===== src/sv/sbrc_pkg.sv =====
package sbrc_pkg;

  localparam int BLOCK_CNT_DEF  = 1024;
  localparam int INDEX_BITS_DEF = 32;
  localparam int OUT_DEPTH      = 4;

  localparam int CMD_W = 2;
  localparam int LOG_W = 5;
  localparam int SEL_W = 10;
  localparam int NNZ_W = 32;
  localparam int ROW_W = 16;
  localparam int LEN_W = 32;

  localparam logic [LOG_W-1:0] LOG_RESET = 5'd12;

  typedef enum logic [CMD_W-1:0] {
    CMD_ADD   = 2'd0,
    CMD_READ  = 2'd1,
    CMD_CLEAR = 2'd2
  } cmd_t;

  typedef enum logic [1:0] {
    OP_NONE,
    OP_CLOSE,
    OP_READ,
    OP_CLEAR
  } op_kind_t;

  typedef struct packed {
    logic [ROW_W-1:0] single;
    logic [ROW_W-1:0] rows;
    logic [NNZ_W-1:0] nnz;
  } entry_t;

  typedef struct packed {
    op_kind_t         kind;
    logic             blank;
    logic             err;
    logic [LEN_W-1:0] len;
  } op_t;

  typedef struct packed {
    logic   err;
    entry_t cnt;
  } result_t;

endpackage


===== src/sv/sbrc_out_fifo.sv =====
module sbrc_out_fifo #(
  parameter int DEPTH = sbrc_pkg::OUT_DEPTH
) (
  input  logic                clk,
  input  logic                rst,
  input  logic                push,
  input  sbrc_pkg::result_t   din,
  input  logic                reserve,
  output logic                room,
  output logic                out_valid,
  input  logic                out_ready,
  output sbrc_pkg::result_t   dout
);
  import sbrc_pkg::*;

  localparam int PTR_W = (DEPTH > 1) ? $clog2(DEPTH) : 1;
  localparam int CNT_W = $clog2(DEPTH + 1);

  result_t            buf_q [DEPTH];
  logic [PTR_W-1:0]   wr_ptr;
  logic [PTR_W-1:0]   rd_ptr;
  logic [CNT_W-1:0]   count;
  logic               pop;

  assign out_valid = (count != '0);
  assign pop       = out_valid && out_ready;
  assign dout      = buf_q[rd_ptr];
  assign room      = ({1'b0, count} + (CNT_W + 1)'(reserve)) < (CNT_W + 1)'(DEPTH);

  always_ff @(posedge clk) begin
    if (rst) begin
      wr_ptr <= '0;
      rd_ptr <= '0;
      count  <= '0;
    end else begin
      if (push) begin
        wr_ptr <= (wr_ptr == PTR_W'(DEPTH - 1)) ? '0 : wr_ptr + PTR_W'(1);
      end
      if (pop) begin
        rd_ptr <= (rd_ptr == PTR_W'(DEPTH - 1)) ? '0 : rd_ptr + PTR_W'(1);
      end
      count <= count + CNT_W'(push) - CNT_W'(pop);
    end
  end

  always_ff @(posedge clk) begin
    if (push) begin
      buf_q[wr_ptr] <= din;
    end
  end

endmodule


===== config.mk =====
export PLATFORM = sky130hd
export DESIGN_NAME = sbrc_out_fifo
export DESIGN_NICKNAME = d
export VERILOG_FILES = /design/src/sv/sbrc_pkg.sv /design/src/sv/sbrc_out_fifo.sv
export SDC_FILE = /design/constraint.sdc
export NUM_CORES = 1
export LEC_CHECK = 0
export BUFFER_PORTS_ARGS = -buffer_cell sky130_fd_sc_hd__buf_2
export CAP_MARGIN = 40
export CORE_AREA = 10 10 140 142
export CTS_CLUSTER_SIZE = 28
export DETAILED_ROUTE_END_ITERATION = 8
export DIE_AREA = 0 0 150 152
export PLACE_DENSITY = 0.82
export SYNTH_ARGS = -nofsm -noshare
export SYNTH_HDL_FRONTEND = slang
export SYNTH_SLANG_ARGS = --single-unit

===== constraint.sdc =====
create_clock -name clk -period 7.1 [get_ports clk]
set_clock_uncertainty 0.2 [all_clocks]
set_input_delay 1.775 -clock clk [delete_from_list [all_inputs] [get_ports clk]]
set_output_delay 1.775 -clock clk [all_outputs]
set_load 0.02 [all_outputs]

==> impl_metrics.toml <==
[logic_synthesis]
ys_seq_area_share_pct = 80.6
synth_area_leaders = "edfxtp_1, mux4_2, dfxtp_1"
synthesis.area_um2 = 9920
synth_top_area_share_pct = 78.7
synth.distinct_cells = 27
syn_inst = 388
avgSynthCellArea_um2 = 25.6
ys_ff_latch = 269
synth_top_cell_by_area = "edfxtp_1"
ys_warn_count = 0
synth_nets = 467

[die]
die_x_um = 150
rows = 48
start_util_pct = 58.5
die_y_um = 152
coreArea_um2 = 16900
io_pins = 137
dieArea_um2 = 22800

[global_route]
first_global_vias = 5084
antenna_found_initial = 1
grt_pass1_wl_mm = 28.8
grt_max_degree = 41
grt_use_total_pct = 16.3
grt.overflow.total = 0

[min_path]
hold_class = "flop to flop"

[finish]
nNetsFinal = 624
drive_gt1_share_pct = 45.1
fill_cells = 1077
area_growth_syn_to_layout_pct = 19.0

[routing]
first_iter_violations = 282
ant_nets = 0
route.detailed.drc = 0
num_vias = 4575
wl_per_cell_um = 23.8
finalWirelength_mm = 18.7
drtPass1Iterations = 4
viasPerCell = 5.80

[worst_setup_path]
critPathKind = "primary input to output pin"
crit_path_start_kind = "primary input"
end_kind = "output pin"
crit_fanout = 2
required_ps = 5120
crit_arrival_ps = 2330

[timing]
finalSetupViolCount = 0
drv_slew = 0
relSlewSlack_pct = 65.0
min_period_ps = 4300
final-hold-violation-count = 0
setup_tns_ps = 0
rsz0062_at_grt = "no"
whs_ps = 300
max_freq_mhz = 232
setup_ws_ps = 2800
fin_crit_sh_pct = 60.6
worst_pin_slew_ps = 525

[run]
cap_violations = 0

[clock_tree]
htree_levels = 1
postCtsSetupRepairBufs = 0
cts_resized = 0
clockBufferDepth = 3
holdBufCountCts = 0
cts_buffers = 27
tritoncts = "yes"
cts_sinks = 269
worstSkewPairLatency_ps = 510
clk_pin_slew_ps = 50
cts_root_buf = "clkbuf_16"

[place]
place_ws_ps = 2790
finalWeightedCongestion = 0.682
dp_hpwl_mm = 11.9
io_buffers = 136

[outcome]
status = "finished, final reports clean"

[power_and_ir_drop]
p_per_area_nw_per_um2 = 348
p_leak_nw = 4.02
vdd_ir_drop_max_mv = 0.259
## placed cells by master (no fill, tap or decap), types with 3 or more instances in the layout
cell       synthesis  final
and2_4             0      4
buf_12             5      4
buf_2              6    136
bufinv_16          0      5
clkbuf_1           2      8
clkbuf_16          0     27
clkbuf_8           0      3
clkinv_2           0      3
dfxtp_1            9      7
edfxtp_1         260    260
ha_1               8      8
inv_1              5      5
mux4_2            65     65
nand2b_1           3      3
nor2_1             3      3
## area by class of cell
| cell class | instances | area, um^2 | share of cell area [%] |
|---|---|---|---|
| multi-input cells | 99 | 1760 | 14.9 |
| diodes | 1 | 2.50 | 0.0212 |
| inverters | 5 | 18.8 | 0.159 |
| repair buffers | 143 | 823 | 6.98 |
| clock inverters | 9 | 169 | 1.43 |
| well taps | 225 | 282 | 2.39 |
| clock buffers | 38 | 747 | 6.33 |
| flip-flops and latches | 269 | 8000 | 67.8 |
## report_power, final
group,switching [mW],internal [mW],leakage (nW)
combinational,0.429,0.353,1.11
sequential,0.0519,1.82,2.46
clock,0.539,0.909,0.448
total,1.02,3.08,4.02
## path summary, 6_finish.rpt
kind / slack, ps / startpoint / endpoint / cells past startpoint
worst min-delay path: 300 / rd_ptr[1]$_SDFFE_PP0N_ / flop / 2
worst min register to register: 300 / rd_ptr[1]$_SDFFE_PP0N_ / flop / 2
worst max-delay path: 2800 / reserve / room / 4
worst max register to register: 4870 / count[1]$_SDFF_PP0_ / count[2]$_SDFF_PP0_ / 8
## sequential cells by signal (all words and copies together), names as in the netlist, named ones only
name and count:
buf_q 260, count 3, rd_ptr 2, wr_ptr 2
## stage by stage
stage | cell area (um^2) | utilization, % | total power, mW | std cells
after floorplan | 9920 | - | 2.48 | 388
after global placement | 10700 | 63.5 | 2.65 | 735
after detailed placement | 10900 | 64.3 | 2.70 | 741
after CTS | 11800 | 69.7 | 4.15 | 788
after global routing | 11800 | 69.7 | 4.27 | 788
final | 11800 | 69.7 | 4.10 | 789
## layer usage
layer  track usage, %  wire [um]  vias to the layer above
met3             4.72       1680                       25
met2             27.5       9810                      195
met4             3.70        232                        2
met5                0         13                        -
li1                 -          -                     1971
met1             20.6       7010                     2382
## cells in the mapped netlist
master / number
dfxtp_1: 9
buf_2: 6
mux2i_1: 2
o22ai_1: 1
ha_1: 8
edfxtp_1: 260
a21oi_1: 1
nor2b_1: 2
inv_1: 5
buf_6: 1
or3b_2: 1
nor2_1: 3
and2_1: 4
o211a_1: 1
mux4_2: 65
nand3b_1: 1
o31a_1: 1
nand2b_1: 3
nor3_1: 1
nand2_1: 1
or3_1: 1
buf_12: 5
xnor2_1: 1
fa_1: 1
clkbuf_1: 2
mux2_2: 1
buf_4: 1
## critical path, stage by stage
cell,delay [ps]
buf_2,110
o211a_1,120
o22ai_1,140
buf_2,180
## logic make-up after synthesis
family / count (synthesis) / share of synthesized area, %
simple gates: 17 / 0.997
flops: 269 / 80.6
fa+ha+maj: 9 / 1.21
compound gates: 4 / 0.303
mux: 68 / 15.1
buf+inv: 20 / 1.77
xor+xnor: 1 / 0.0883
Note: power is estimated with default switching activity, not from simulation.
