[src/sv/sbrc_pkg.sv]
package sbrc_pkg;

  localparam int BLOCK_CNT_DEF  = 1024;
  localparam int INDEX_BITS_DEF = 32;
  localparam int OUT_DEPTH      = 4;

  localparam int CMD_W = 2;
  localparam int LOG_W = 5;
  localparam int SEL_W = 10;
  localparam int NNZ_W = 32;
  localparam int ROW_W = 16;
  localparam int LEN_W = 32;

  localparam logic [LOG_W-1:0] LOG_RESET = 5'd12;

  typedef enum logic [CMD_W-1:0] {
    CMD_ADD   = 2'd0,
    CMD_READ  = 2'd1,
    CMD_CLEAR = 2'd2
  } cmd_t;

  typedef enum logic [1:0] {
    OP_NONE,
    OP_CLOSE,
    OP_READ,
    OP_CLEAR
  } op_kind_t;

  typedef struct packed {
    logic [ROW_W-1:0] single;
    logic [ROW_W-1:0] rows;
    logic [NNZ_W-1:0] nnz;
  } entry_t;

  typedef struct packed {
    op_kind_t         kind;
    logic             blank;
    logic             err;
    logic [LEN_W-1:0] len;
  } op_t;

  typedef struct packed {
    logic   err;
    entry_t cnt;
  } result_t;

endpackage

[src/sv/sbrc_run_tracker.sv]
module sbrc_run_tracker #(
  parameter int BLOCK_CNT  = sbrc_pkg::BLOCK_CNT_DEF,
  parameter int INDEX_BITS = sbrc_pkg::INDEX_BITS_DEF,
  parameter int ADDR_W     = 10
) (
  input  logic                         clk,
  input  logic                         rst,
  input  logic [sbrc_pkg::LOG_W-1:0]   col_block_log,
  input  logic                         in_valid,
  input  sbrc_pkg::cmd_t               in_cmd,
  input  logic [INDEX_BITS-1:0]        col_index,
  input  logic                         row_last,
  input  logic [sbrc_pkg::SEL_W-1:0]   block_select,
  output sbrc_pkg::op_t                op,
  output logic [ADDR_W-1:0]            op_addr,
  output logic                         pend_busy
);
  import sbrc_pkg::*;

  localparam int CMP_W = INDEX_BITS + 17;

  logic                  run_open;
  logic                  pend_valid;
  logic                  err_sticky;
  logic [INDEX_BITS-1:0] cur_block;
  logic [LEN_W-1:0]      run_len;
  logic                  cur_ok;
  logic [ADDR_W-1:0]     pend_addr;
  logic [LEN_W-1:0]      pend_len;

  logic [INDEX_BITS-1:0] bid;
  logic                  bid_ok;
  logic                  sel_ok;
  logic                  same;
  logic [LEN_W-1:0]      len_next;
  logic                  add_item;

  assign bid      = col_index >> col_block_log;
  assign bid_ok   = CMP_W'(bid) < CMP_W'(BLOCK_CNT);
  assign sel_ok   = CMP_W'(block_select) < CMP_W'(BLOCK_CNT);
  assign same     = run_open && (bid == cur_block);
  assign len_next = same ? run_len + LEN_W'(1) : LEN_W'(1);
  assign add_item = in_valid && (in_cmd == CMD_ADD);
  assign pend_busy = pend_valid;

  always_comb begin
    op.kind  = OP_NONE;
    op.blank = 1'b0;
    op.err   = err_sticky;
    op.len   = pend_len;
    op_addr  = pend_addr;
    if (pend_valid) begin
      op.kind = OP_CLOSE;
    end else if (in_valid) begin
      case (in_cmd)
        CMD_ADD: begin
          if (run_open && !same && cur_ok) begin
            op.kind = OP_CLOSE;
            op.len  = run_len;
            op_addr = ADDR_W'(cur_block);
          end
        end
        CMD_READ: begin
          op.kind  = OP_READ;
          op.blank = !sel_ok;
          op_addr  = ADDR_W'(block_select);
        end
        CMD_CLEAR: begin
          if (sel_ok) begin
            op.kind = OP_CLEAR;
            op_addr = ADDR_W'(block_select);
          end
        end
        default: ;
      endcase
    end
  end

  always_ff @(posedge clk) begin
    if (rst) begin
      run_open   <= 1'b0;
      pend_valid <= 1'b0;
      err_sticky <= 1'b0;
    end else begin
      pend_valid <= 1'b0;
      if (add_item) begin
        if (!bid_ok) begin
          err_sticky <= 1'b1;
        end
        if (row_last) begin
          run_open   <= 1'b0;
          pend_valid <= bid_ok;
        end else begin
          run_open <= 1'b1;
        end
      end
    end
  end

  always_ff @(posedge clk) begin
    if (add_item) begin
      cur_block <= bid;
      run_len   <= len_next;
      cur_ok    <= bid_ok;
      pend_addr <= ADDR_W'(bid);
      pend_len  <= len_next;
    end
  end

  a_pend_closed: assert property (@(posedge clk) disable iff (rst)
    pend_valid |-> !run_open)
    else $error("pending run while a run is open");

  a_no_cmd_over_pend: assert property (@(posedge clk) disable iff (rst)
    pend_valid && in_valid |-> in_cmd != CMD_READ && in_cmd != CMD_CLEAR)
    else $error("read or clear accepted over a pending close");

  a_err_sticky: assert property (@(posedge clk) disable iff (rst)
    err_sticky |=> err_sticky)
    else $error("range error flag dropped");

endmodule

[config.mk]
export PLATFORM = sky130hd
export DESIGN_NAME = sbrc_run_tracker
export DESIGN_NICKNAME = d
export VERILOG_FILES = /design/src/sv/sbrc_pkg.sv /design/src/sv/sbrc_run_tracker.sv
export SDC_FILE = /design/constraint.sdc
export NUM_CORES = 1
export LEC_CHECK = 0
export BUFFER_PORTS_ARGS = -buffer_cell sky130_fd_sc_hd__buf_2
export CORE_MARGIN = 5
export CORE_UTILIZATION = 46
export DETAILED_ROUTE_END_ITERATION = 10
export PLACE_DENSITY_LB_ADDON = 0.12
export SYNTH_ARGS = -nofsm -noshare
export SYNTH_HDL_FRONTEND = slang
export SYNTH_SLANG_ARGS = --single-unit
[constraint.sdc]
create_clock -name clk -period 4.2 [get_ports clk]
set_input_delay 0.84 -clock clk [delete_from_list [all_inputs] [get_ports clk]]
set_output_delay 0.84 -clock clk [all_outputs]
set_load 0.02 [all_outputs]
==> PnR_summary.wiki <==
{| class="wikitable"
! Metric !! Value
|-
| Achievable frequency || 0.232 GHz
|-
| Net load switching power || 0.690 mW
|-
| Buffers from clock root to sink, at most || 2
|-
| RSZ-0062 raised after global routing || true
|-
| Endpoint of the most critical register-to-register path || pend_len[31]
|-
| Maximum level of the CTS H-tree || 3
|-
| Worst-case hold path end point || err_sticky
|-
| Routability Congestion || 0.975
|-
| Sinks on the clock net || 68
|-
| Worst-case setup margin in the final layout || -105 ps
|-
| Cell with the largest stage delay on the worst path || a222oi_1
|-
| Area of the core || 13200 µm²
|-
| Crit-path cells || buf_4, buf_8, mux4_2, nand3_2, o31ai_1, a222oi_1, nand4_1, nor4_4, and3_4, o21ai_4, buf_6
|-
| Total die area || 15900 µm²
|-
| Cell internal power dissipation || 1.64 mW
|-
| Setup slack at placement || -336 ps
|-
| Cell count along the critical path || 11
|-
| Clock tree from TritonCTS || built
|-
| Yosys reg bits || 68
|-
| Final hold slack || 480 ps
|-
| Final clock skew || 6.99 ps
|-
| Post-detailed-placement cell area || 7660 µm²
|-
| Power share of the combinational group || 0.311
|-
| Hold bufs inserted after CTS || 0
|-
| Worst path required time || 3360 ps
|-
| DRC violation count after routing || 0
|-
| Total global routing track utilization || 0.246
|-
| Final Hold Vio Count || 0
|-
| Cts bufs inserted || 9
|-
| Nets@finish || 874
|-
| Pin count of the biggest net entering global routing || 70
|-
| Final cell utilization of the core || 0.637
|-
| Max incr delay on CP || 540 ps
|-
| Violated checks || negative setup slack
|-
| WHS Path Cells || 2
|-
| IO buf count || 98
|-
| Critical path data arrival time || 3470 ps
|-
| Slew at the pin closest to its max-slew limit || 897 ps
|-
| Largest delay share family, worst path || simple AND/OR/NAND/NOR gates
|-
| CTS root buffer || clkbuf_16
|-
| Maximum ir drop on the vdd rail || 0.000175 V
|-
| Top Ports || 100
|-
| Leakage power || 3.30 nW
|-
| Syn. warnings || 0
|-
| Routed WL || 20.2 mm
|-
| Area of the multi-input gates || 4090 µm²
|-
| Fraction of layout cells with a size suffix above 1 || 0.453
|-
| Number of vias after detailed routing || 5940
|-
| Unique cell type count in the Yosys netlist || 85
|-
| Normalized max-slew margin || 0.402
|-
| Part of the power in registers || 0.342
|-
| Sequential cell area || 2010 µm²
|-
| Share of the cycle needed by the critical path after routing || 1.03
|-
| DP HPWL || 15.4 mm
|-
| Post-route design area || 8430 µm²
|-
| Number of nets with antenna violations after detailed routing || 0
|-
| Number of flops mapped to enable cells by yosys || 65
|-
| Final setup violation count || 1
|-
| Hold Startpoint || err_sticky
|-
| Die width || 126 µm
|-
| Share of the synthesized area in the top cell type || 0.315
|-
| Antenna diode count || 0
|-
| Buffering stage count on the worst path with inverters included || 3
|-
| RR Startpoint || pend_len[5]
|-
| Power Density || 277 nW/µm²
|-
| Cells after Synth || 608
|-
| Leading cell types by total area after synthesis || edfxtp_1 32%, mux4_2 9.5%, mux2i_1 7.4%, xnor2_1 3.8%, xor2_1 3.7%
|-
| Congestion Overflow GR || 0
|-
| Sequential area share after synthesis || 0.325
|-
| Overall power after layout || 2.33 mW
|-
| Source-to-sink clock delay at the later pin of the worst-skew pair || 340 ps
|-
| Crit path capture type || primary output
|-
| Final worst path period need || 4310 ps
|-
| Vert. Die Dim || 126 µm
|-
| Antenna violations before repair || 0
|-
| Worst hold path class || reg -> reg
|-
| Maximum fanout along the worst path || 5
|-
| Critical path launch point type || input port
|-
| Number of search-and-repair iterations in the first detailed-routing pass || 5
|-
| Clock share of power || 0.347
|-
| Routed wire length per instance || 20.2 µm
|-
| Share of total power consumed by net switching || 0.296
|-
| Number of DRC markers after the initial detailed-route iteration || 451
|-
| Cell type with the highest aggregate area in the netlist || edfxtp_1
|-
| Number of global-route vias before repair || 5743
|-
| Clock transition at path regs || 50 ps
|-
| Post-detailed-route via-to-cell ratio || 5.95
|-
| Depth of the worst register-to-register path || 9
|-
| Status || finished, violations left
|-
| Number of placement rows || 42
|-
| Global-route wire length before repair || 31.5 mm
|-
| Layout filler cell count || 1129
|-
| Crit Path Category || in -> out
|-
| Post-synthesis instance area || 6190 µm²
|-
| Average size of a mapped cell || 10.2 µm²
|-
| Register-to-register path setup slack || 1470 ps
|-
| Starting density of the core || 0.468
|-
| Ys flop type || edfxtp_1
|-
| Share of synthesized flip-flops with an asynchronous set or reset || 0
|-
| Net count of the mapped netlist || 664
|-
| # Max-Cap Violations || 0
|-
| Final-report max-slew violation count || 0
|-
| Syn-to-layout area delta || 36.1%
|}
[worst max-delay path by stage]
stage	start	slack, ps	to
after detailed placement	col_block_log[2]	-340	op[34]
after global placement	col_block_log[2]	-320	op[34]
after CTS	col_block_log[1]	-50	op[34]
final	col_block_log[0]	-110	op[34]
after floorplan	col_block_log[0]	180	op[34]
after global routing	col_block_log[0]	-200	op[34]
[metal layers]
metal	GRT usage	up-vias	share of wire
met5	0	-	0
met1	0.335	2895	0.42
met4	0.0763	0	0.025
met2	0.388	251	0.47
met3	0.0631	40	0.082
li1	-	2754	-
[cell usage in the layout, fill, tap and decap left out, types with 4 or more instances in the layout]
master     Yosys  routed
xor2_1        26      25
nand4_1        7       7
o2bb2ai_1      6       5
inv_1          9       9
o211ai_1       4       4
o21ai_0       10       9
a21oi_1       15      15
buf_4          8     134
a22o_1        12      12
clkbuf_16      0       9
and2_1         8       7
mux4_2        26      27
nor2b_1        8       8
mux2i_1       46      38
nand3_1       30      27
mux2i_2        0       6
o22ai_1        6       6
nor3_1        15      15
buf_2          8      91
and3_1        10       9
xnor2_1       27      27
edfxtp_1      65      65
buf_6          8       6
nor2_2        30      32
nor2_1        50      48
buf_12         0       8
nand2_1       33      33
mux2_2        10       9
nand2b_1       7       7
a31oi_1        5       4
[flip-flops by register name (all words and copies together), names as in the netlist]
name	count
run_open	1
pend_len	32
cur_ok	1
cur_block	32
pend_busy	1
err_sticky	1
[cell type report]
| class | instances | share of cell area |
|---|---|---|
| Sequential cell | 68 | 0.239 |
| Timing Repair Buffer | 242 | 0.207 |
| Clock inverter | 6 | 0.0107 |
| Inverter | 13 | 0.00579 |
| Tap cell | 176 | 0.0261 |
| Clock buffer | 9 | 0.0267 |
| Multi-Input combinational cell | 484 | 0.485 |
[worst reg2reg max path: stages, from the launching register on]
cell and delay, ps:
edfxtp_1 430, and4_1 230, and2_1 210, nand2_1 90, nor3_1 500, and3_1 350, nor2b_1 290, nand3_1 150
xor2_1 190, nor2_2 40
[power groups by stage]
stage	Combinational (mW)	Clock [mW]	Sequential, mW
6_report	0.726	0.810	0.798
5_1_grt	0.771	0.853	0.801
4_1_cts	0.694	0.823	0.797
3_5_place_dp	0.643	0	0.811
3_3_place_gp	0.635	0	0.810
2_1_floorplan	0.362	0	0.812
[cell families after synthesis]
family | Yosys count | synth area share
buffers and inverters | 56 | 0.0503
multiplexers | 86 | 0.201
flip-flops | 68 | 0.325
adder cells (fa/ha/maj) | 3 | 0.00606
other | 1 | 0.000605
AO/OA/AOI/OAI | 111 | 0.143
AND/OR/NAND/NOR | 230 | 0.199
XOR/XNOR | 53 | 0.0750
[through the flow]
step / std cells / TNS (ps)
2_1_floorplan: 608 / 0
3_3_place_gp: 964 / -321
3_5_place_dp: 964 / -336
4_1_cts: 991 / -54.9
5_1_grt: 998 / -200
6_report: 998 / -105
[synth_stat cells (all sizes together), types with 5 or more instances]
library cell / n
nor3: 16
or2: 6
o21ai: 12
nand2b: 7
and3: 10
a22o: 12
o22ai: 6
inv: 11
xnor2: 27
mux2i: 47
nand3: 30
edfxtp: 65
nor2: 80
o2bb2ai: 6
nand4: 8
nand2: 33
and2: 9
clkbuf: 16
a31oi: 5
buf: 27
xor2: 26
mux4: 28
nor2b: 8
mux2: 11
a21oi: 17
[what timing repair did]
item | 4_1_cts | 5_1_grt
resized for setup | 43 | 22
pin swaps | 13 | 9
buffers inserted | 12 | 7
endpoints found under the setup margin | 1 | 1
gates cloned | 1 | 0
(Power assumes the default switching activity.)
